==> config.mk <==
export PLATFORM = sky130hd
export DESIGN_NAME = akrl_mod_step
export DESIGN_NICKNAME = d
export VERILOG_FILES = /design/src/rtl/akrl_pkg.sv /design/src/rtl/akrl_mod_step.sv
export SDC_FILE = /design/constraint.sdc
export NUM_CORES = 1
export LEC_CHECK = 0
export BUFFER_PORTS_ARGS = -buffer_cell sky130_fd_sc_hd__buf_2
export CORE_MARGIN = 4
export CORE_UTILIZATION = 48
export DETAILED_ROUTE_END_ITERATION = 6
export GPL_TIMING_DRIVEN = 0
export PLACE_DENSITY = 0.78
export SYNTH_ARGS = -nofsm -noshare
export SYNTH_HDL_FRONTEND = slang
export SYNTH_SLANG_ARGS = --single-unit
==> constraint.sdc <==
create_clock -name vclk -period 15.6
set_clock_uncertainty 0.15 [all_clocks]
set_input_delay 3.12 -clock vclk [all_inputs]
set_output_delay 3.12 -clock vclk [all_outputs]
set_load 0.03 [all_outputs]
==> src/rtl/akrl_pkg.sv <==
// ----------------------------------------------------------------------------
// akrl_pkg
// Shared constants, register indexes and AES byte helpers for the keyed
// random literal core.
// ----------------------------------------------------------------------------
package akrl_pkg;

   localparam int AES_STAGES = 11;
   localparam int MOD_BITS   = 4;
   localparam int MOD_STAGES = 128 / MOD_BITS;
   localparam int NUM_STAGES = AES_STAGES + MOD_STAGES + 1;

   localparam logic [7:0] REG_CIPHER_KEY     = 8'd0;
   localparam logic [7:0] REG_FORMULA_NUMBER = 8'd1;
   localparam logic [7:0] REG_VARIABLE_COUNT = 8'd2;
   localparam logic [7:0] REG_CLAUSE_LENGTH  = 8'd3;

   localparam logic [0:255][7:0] SBOX = 2048'h
637c777bf26b6fc53001672bfed7ab76ca82c97dfa5947f0add4a2af9ca472c0b7fd9326363ff7cc34a5e5f171d8311504c723c31896059a071280e2eb27b27509832c1a1b6e5aa0523bd6b329e32f8453d100ed20fcb15b6acbbe394a4c58cfd0efaafb434d338545f9027f503c9fa851a3408f929d38f5bcb6da2110fff3d2cd0c13ec5f974417c4a77e3d645d197360814fdc222a908846eeb814de5e0bdbe0323a0a4906245cc2d3ac629195e479e7c8376d8dd54ea96c56f4ea657aae08ba78252e1ca6b4c6e8dd741f4bbd8b8a703eb5664803f60e613557b986c11d9ee1f8981169d98e949b1e87e9ce5528df8ca1890dbfe6426841992d0fb054bb16;

   typedef logic [127:0] block_type;

   function automatic logic [7:0] sub_byte(input logic [7:0] x);
      return SBOX[x];
   endfunction

   function automatic logic [7:0] xtime(input logic [7:0] a);
      return {a[6:0], 1'b0} ^ (a[7] ? 8'h1b : 8'h00);
   endfunction

endpackage

==> src/rtl/akrl_mod_step.sv <==
// ----------------------------------------------------------------------------
// akrl_mod_step
// Shift a few ciphertext bits into the running remainder modulo 2n.
// ----------------------------------------------------------------------------
module akrl_mod_step
   import akrl_pkg::*;
(
   input  block_type   ct_i,
   input  logic [31:0] rem_i,
   input  logic [31:0] modulus_i,
   output block_type   ct_o,
   output logic [31:0] rem_o
);

   logic [32:0] acc;
   logic [31:0] r;

   always_comb begin
      r = rem_i;
      for (int k = 0; k < MOD_BITS; k++) begin
         acc = {r, ct_i[127-k]};
         if (acc >= {1'b0, modulus_i}) begin
            acc = acc - {1'b0, modulus_i};
         end
         r = acc[31:0];
      end
      rem_o = r;
      ct_o  = ct_i << MOD_BITS;
   end

endmodule

==> metrics.txt <==
largest net degree at the start of global routing 11; Period minus WS final 17.05 ns; DR vias 11400; ANT cells 0; cell with the most instances after synthesis buf_4; RSZ-0062 raised after global routing yes; Area contributors post-synth ha_1, buf_4, xnor2_1, mux2_2, a21oi_1; # nets final 1912; WL/cell 19.8 um; Slew @ Worst Pin 0.604 ns; Critical Path Max Stage Delay 0.48 ns; dpl cells 1713; final-layout clock buffer total 0; Die W 146 um; Slew headroom 59.3%; WHS Path Cells 2; global-route wire length before repair 50000 um; Multi-input gate area 0.00888 mm2; kind of critical path in2out; Routability Congestion 0.998; Synth cell types 80; fin crit share 109%; initial antenna violation count 0; Core Area 0.0187 mm2; failing checks design-rule violations, negative setup slack; Top Ports 352; Final Hold Fails 0; Layout Utilization 69.7%; register area 0 um2; CP arrival 13.78 ns; share of layout cells above drive strength 1 46.8%; WHS Endpoint ct_o[104]; Worst path slowest cell or4b_4; Area after DPL 0.0109 mm2; DRT Wirelength 36000 um; max_cap viols 0; fin worst setup slack -1.45 ns; number of port buffers 224; GRT Residual Overflow 0; total track usage 27.6%; crit start category input port; Filler Cell Count 1403; Layout area overhead 42.6%; status finished with violations; final instance area 0.0130 mm2; Synth Instances 1252; Worst setup EP type output port; Crit Path Max Fanout 7; vias in the first global route 10200; drc violations 1; FF+latch count 0; Die ar. 0.0213 mm2; number of routed nets with antenna violations 0; DPL Wire Length 24900 um; number of vias per cell 6.24; Mapped Avg Cell Area 7.30 um2; synth cell count leaders buf_4, ha_1, a21oi_1; top-area cell type share of the netlist area 17.5%; chip height 146 um; 1st-pass router iterations 7; Hold Crit Start ct_i[100]; synthesized area 0.00914 mm2; cts hold-fix bufs 0; maximum clock frequency 58.7 MHz; CP Data Required Time 12.33 ns; Seq/Total Area, Yosys 0%; # rows 50; Detailed Route Iter0 Violations 1087; Hold Crit Class in2out; YS warnings 0; Final Instance Count excl. Fillers 1820; Crit path top cell by count buf_6; Post-Route Setup TNS -40.30 ns; max-slew violation count 0; Setup-failing EPs final 32; leading area contributor after synthesis ha_1; Starting Density 48.9%
-- worst max path at each step --
stage,startpoint,endpoint,cells after the start
after global placement,modulus_i[22],rem_o[28],53
after detailed placement,modulus_i[22],rem_o[28],53
after CTS,modulus_i[4],rem_o[28],52
after global routing,modulus_i[8],rem_o[28],50
final,modulus_i[8],rem_o[28],50
after floorplan,modulus_i[7],rem_o[28],53
-- cell usage in the layout, fill, tap and decap left out, types with 28 or more instances in the layout --
| cell type | n |
|---|---|
| buf_4 | 232 |
| mux2_2 | 42 |
| nor2_1 | 87 |
| xnor2_1 | 76 |
| o21ai_0 | 52 |
| ha_1 | 74 |
| a21oi_1 | 93 |
| ha_4 | 38 |
| nand2_1 | 72 |
| a21o_1 | 51 |
| buf_6 | 43 |
| nand4_1 | 28 |
| inv_1 | 62 |
| buf_2 | 192 |
| mux2_4 | 43 |
| xor2_1 | 31 |
-- cell families (layout without fill, tap and decap cells) --
kind of cell             count (synthesis)  count (layout)  share of synthesized area [%]
other                                    1               4                         0.0410
XOR/XNOR                               107             107                           10.2
AO/OA/AOI/OAI                          377             377                           26.7
buffers and inverters                  228             559                           15.2
multiplexers                            95              95                           12.8
AND/OR/NAND/NOR                        312             312                           16.7
adder cells (fa/ha/maj)                132             132                           18.4
-- layer usage --
layer	wire [um]	vias to the layer above	global-route usage [%]
met2	16600	858	48.7
met5	0	-	0
met1	13400	5167	35.5
li1	-	5109	-
met4	2190	0	8.65
met3	3830	218	2.48
-- worst max-delay path: cells and delay by family --
family / cells / cell delay [ns]
compound gates: 25 / 5.44
xor+xnor: 1 / 0.17
fa+ha+maj: 4 / 1.40
buf+inv: 10 / 1.49
mux: 3 / 0.84
simple gates: 7 / 1.27
-- metrics by stage --
stage / setup WS, ns / hold slack [ns]
6_report: -1.45 / 6.34
5_1_grt: -1.74 / 6.34
4_1_cts: -1.02 / 6.34
3_5_place_dp: -3.01 / 6.34
3_3_place_gp: -2.90 / 6.34
2_1_floorplan: -0.568 / 6.22
-- timing repair --
action	in CTS	in global routing
gates resized for setup	157	129
setup buffers	73	39
cloned	3	1
pin swaps	61	45
setup endpoints to repair	32	32
-- cell type report --
class / count / area share, %
tap: 234 / 2.25
buffer: 148 / 9.48
inverter: 71 / 2.30
multi-input combinational: 1027 / 68.1
timing repair buffer: 340 / 17.9
Power is not shown: default switching activity piles up to over one toggle a cycle in this logic, so the estimate is an artifact.
