<file path="src/rtl/akrl_pkg.sv">
// ----------------------------------------------------------------------------
// akrl_pkg
// Shared constants, register indexes and AES byte helpers for the keyed
// random literal core.
// ----------------------------------------------------------------------------
package akrl_pkg;

   localparam int AES_STAGES = 11;
   localparam int MOD_BITS   = 4;
   localparam int MOD_STAGES = 128 / MOD_BITS;
   localparam int NUM_STAGES = AES_STAGES + MOD_STAGES + 1;

   localparam logic [7:0] REG_CIPHER_KEY     = 8'd0;
   localparam logic [7:0] REG_FORMULA_NUMBER = 8'd1;
   localparam logic [7:0] REG_VARIABLE_COUNT = 8'd2;
   localparam logic [7:0] REG_CLAUSE_LENGTH  = 8'd3;

   localparam logic [0:255][7:0] SBOX = 2048'h
637c777bf26b6fc53001672bfed7ab76ca82c97dfa5947f0add4a2af9ca472c0b7fd9326363ff7cc34a5e5f171d8311504c723c31896059a071280e2eb27b27509832c1a1b6e5aa0523bd6b329e32f8453d100ed20fcb15b6acbbe394a4c58cfd0efaafb434d338545f9027f503c9fa851a3408f929d38f5bcb6da2110fff3d2cd0c13ec5f974417c4a77e3d645d197360814fdc222a908846eeb814de5e0bdbe0323a0a4906245cc2d3ac629195e479e7c8376d8dd54ea96c56f4ea657aae08ba78252e1ca6b4c6e8dd741f4bbd8b8a703eb5664803f60e613557b986c11d9ee1f8981169d98e949b1e87e9ce5528df8ca1890dbfe6426841992d0fb054bb16;

   typedef logic [127:0] block_type;

   function automatic logic [7:0] sub_byte(input logic [7:0] x);
      return SBOX[x];
   endfunction

   function automatic logic [7:0] xtime(input logic [7:0] a);
      return {a[6:0], 1'b0} ^ (a[7] ? 8'h1b : 8'h00);
   endfunction

endpackage

</file>
<file path="src/rtl/akrl_round.sv">
// ----------------------------------------------------------------------------
// akrl_round
// One AES-128 encryption round together with the matching key schedule step.
// ----------------------------------------------------------------------------
module akrl_round
   import akrl_pkg::*;
#(
   parameter bit LAST = 1'b0
) (
   input  block_type  state_i,
   input  block_type  rkey_i,
   input  logic [7:0] rcon_i,
   output block_type  state_o,
   output block_type  rkey_o,
   output logic [7:0] rcon_o
);

   logic [7:0] s [16];
   logic [7:0] t [16];
   logic [7:0] m [16];
   logic [31:0] w0, w1, w2, w3, tmp, n0, n1, n2, n3;

   // next round key
   always_comb begin
      w0  = rkey_i[127:96];
      w1  = rkey_i[95:64];
      w2  = rkey_i[63:32];
      w3  = rkey_i[31:0];
      tmp = {sub_byte(w3[23:16]) ^ rcon_i, sub_byte(w3[15:8]),
             sub_byte(w3[7:0]), sub_byte(w3[31:24])};
      n0  = w0 ^ tmp;
      n1  = w1 ^ n0;
      n2  = w2 ^ n1;
      n3  = w3 ^ n2;
   end

   assign rkey_o = {n0, n1, n2, n3};
   assign rcon_o = xtime(rcon_i);

   // sub bytes, shift rows, mix columns
   always_comb begin
      for (int k = 0; k < 16; k++) begin
         s[k] = state_i[127-8*k -: 8];
      end
      for (int c = 0; c < 4; c++) begin
         for (int r = 0; r < 4; r++) begin
            t[c*4+r] = sub_byte(s[((c + r) % 4) * 4 + r]);
         end
      end
      for (int c = 0; c < 4; c++) begin
         if (LAST) begin
            for (int r = 0; r < 4; r++) begin
               m[c*4+r] = t[c*4+r];
            end
         end else begin
            for (int r = 0; r < 4; r++) begin
               m[c*4+r] = t[c*4+r] ^ t[c*4] ^ t[c*4+1] ^ t[c*4+2] ^ t[c*4+3]
                          ^ xtime(t[c*4+r] ^ t[c*4+((r+1)%4)]);
            end
         end
      end
      for (int k = 0; k < 16; k++) begin
         state_o[127-8*k -: 8] = m[k] ^ rkey_o[127-8*k -: 8];
      end
   end

endmodule

</file>
<file path="config.mk">
export PLATFORM = sky130hd
export DESIGN_NAME = akrl_round
export DESIGN_NICKNAME = d
export VERILOG_FILES = /design/src/rtl/akrl_pkg.sv /design/src/rtl/akrl_round.sv
export SDC_FILE = /design/constraint.sdc
export NUM_CORES = 2
export LEC_CHECK = 0
export BUFFER_PORTS_ARGS = -buffer_cell sky130_fd_sc_hd__buf_2
export CAP_MARGIN = 30
export CORE_AREA = 5 5 509 511
export DETAILED_ROUTE_END_ITERATION = 10
export DIE_AREA = 0 0 514 516
export SKIP_LAST_GASP = 1
export SYNTH_ARGS = -nofsm -noshare
export SYNTH_HDL_FRONTEND = slang
export SYNTH_SLANG_ARGS = --single-unit
</file>
<file path="constraint.sdc">
create_clock -name vclk -period 5
set_input_delay 0.5 -clock vclk [all_inputs]
set_output_delay 0.5 -clock vclk [all_outputs]
set_load 0.01 [all_outputs]
</file>
==> flow_metrics.tcl <==
set metrics [dict create \
    die_x_um 514 \
    cp_slowest_stage_delay_ns 0.54 \
    dr.pass1.iters 7 \
    rsz0062_at_grt "true" \
    vias 103000 \
    arrival_ns 4.50 \
    synth_area_per_cell_sq_um 6.70 \
    synth.top_cells.by_count "920 x o21ai_0, 839 x nand2_1, 829 x a21oi_1" \
    grt_max_degree 128 \
    holdCritPathClass "input pin to output port" \
    worstMarginPinSlew_ns 0.970 \
    path_max_fanout 8 \
    grt_util_all_layers_pct 34.0 \
    worst_setup_path_end_kind "output port" \
    antenna_found_initial 35 \
    drive_gt1_share_pct 22.6 \
    initial_core_util_pct 29.9 \
    seq_cells 0 \
    synth_area_leaders "mux4_2 8.1%, o21ai_0 6.1%, a21oi_1 5.5%" \
    syn_nets 11900 \
    fp.dieArea_sq_um 265000 \
    crit_top_cell "buf_4" \
    post-route-util_pct 35.4 \
    post_dp_cell_area_sq_um 89300 \
    port_buffers 528 \
    final_area_sq_um 89800 \
    num-clock-buffers 0 \
    synth_most_common_cell "o21ai_0" \
    grt_pass1_wl_mm 688 \
    yosys_warnings 0 \
    drtIter0Drc 19400 \
    slew_viol_final 0 \
    outcome "completed" \
    cts_setup_buffers 0 \
    ant_nets 0 \
    maxCapViolations 0 \
    drc 0 \
    via_per_inst 6.71 \
    synth_top_area_share_pct 8.09 \
    whs_ns 1.21 \
    yosysTopAreaCell "mux4_2" \
    crit_chain "buf_2 > inv_1 > buf_4 > ha_1 > mux2i_1 > buf_4 > o311ai_0 > o31ai_1 > a32o_1 > nor2_1 > xnor2_1 > buf_4 > xnor3_1 > xnor2_1 > buf_4 > buf_2" \
    post-route-min-period_ns 5.00 \
    crit_path_top_delay_cell "o311ai_0" \
    fmax_mhz 200 \
    wl_mm 485 \
    hold_viol 0 \
    seq_area_sq_um 0 \
    die_y_um 516 \
    core_sq_um 253000 \
    ios 528 \
    synthesis.area_sq_um 75700 \
    dp_hpwl_mm 377 \
    setup_slack_ns 0.00270 \
    grt_pass1_vias 93100 \
    synthCells 11300 \
    required_ns 4.50 \
    rows 185 \
    cp-start-kind "input pin" \
    postCtsHoldBufs 0 \
    setup_viol 0 \
    slew_headroom_pct 35.1 \
    grt.overflow.total 0 \
    min_period_over_period_pct 99.9 \
    wire_per_inst_um 31.7 \
    dp_slack_ns -0.450 \
    crit_type "input pin to output port" \
    ys_seq_area_share_pct 0 \
    nets 12500 \
    gp_congestion 1.05 \
    synth_cell_types 118 \
    area_delta_synth_final_pct 18.6 \
]
==> layer usage <==
layer  global-route usage (%)  part of all wire [%]
met1                     43.2                    37
met2                     51.8                    42
met3                     6.47                    11
met4                     23.7                   9.4
met5                        0                 0.018
==> worst paths after layout <==
path,from,endpoint,cells past startpoint
setup / recovery,state_i[113],state_o[21],16
hold / removal,rcon_i[4],rcon_o[5],2
==> cell type report <==
cell class | count | area (sq um)
Timing Repair Buffer | 2014 | 15400
Antenna cell | 29 | 72.6
Tap cell | 3366 | 4210
Fill cell | 27600 | 164000
Multi-Input combinational cell | 9659 | 69300
Inverter | 229 | 863
==> cell families (layout without fill, tap and decap cells) <==
group / after synthesis / in the layout / share of synthesized area, %
AOI/OAI and AO/OA: 4264 / 4264 / 38.8
other: 0 / 29 / 0
adders and majority gates: 313 / 313 / 5.17
buffers and inverters: 1633 / 2243 / 9.12
and+or+nand+nor: 3928 / 3928 / 26.2
xor gates and xnor gates: 703 / 703 / 10.1
muxes: 451 / 451 / 10.6
==> critical path: cells and delay by family <==
kind / cells / cell delay (ns)
mux: 1 / 0.25
xor+xnor: 3 / 0.76
compound gates: 3 / 0.96
buf+inv: 7 / 1.26
simple gates: 1 / 0.30
fa+ha+maj: 1 / 0.45
==> metrics by stage <==
step	std cells	TNS, ns
6_report	15300	0
5_1_grt	15300	-0.0679
4_1_cts	15300	0
3_5_place_dp	15300	-0.962
3_3_place_gp	15300	-1.01
2_1_floorplan	11300	0
==> repair_timing <==
item	in CTS	in global routing
endpoints found under the setup margin	9	52
endpoints found under the hold margin	0	0
gates resized for setup	10	61
pin swaps	0	3
==> placed cells by master, fill, tap and decap left out, drive strengths merged, types with 201 or more instances in the layout <==
cell / instances
a31oi: 254
nor2b: 411
o311ai: 203
mux4: 272
nand2: 840
nor3: 400
buf: 2011
nor2: 811
a211oi: 251
nand3: 360
a21oi: 830
xor2: 202
nand2b: 428
xnor2: 412
ha: 312
o21ai: 929
inv: 201
a311oi: 205
o211ai: 238
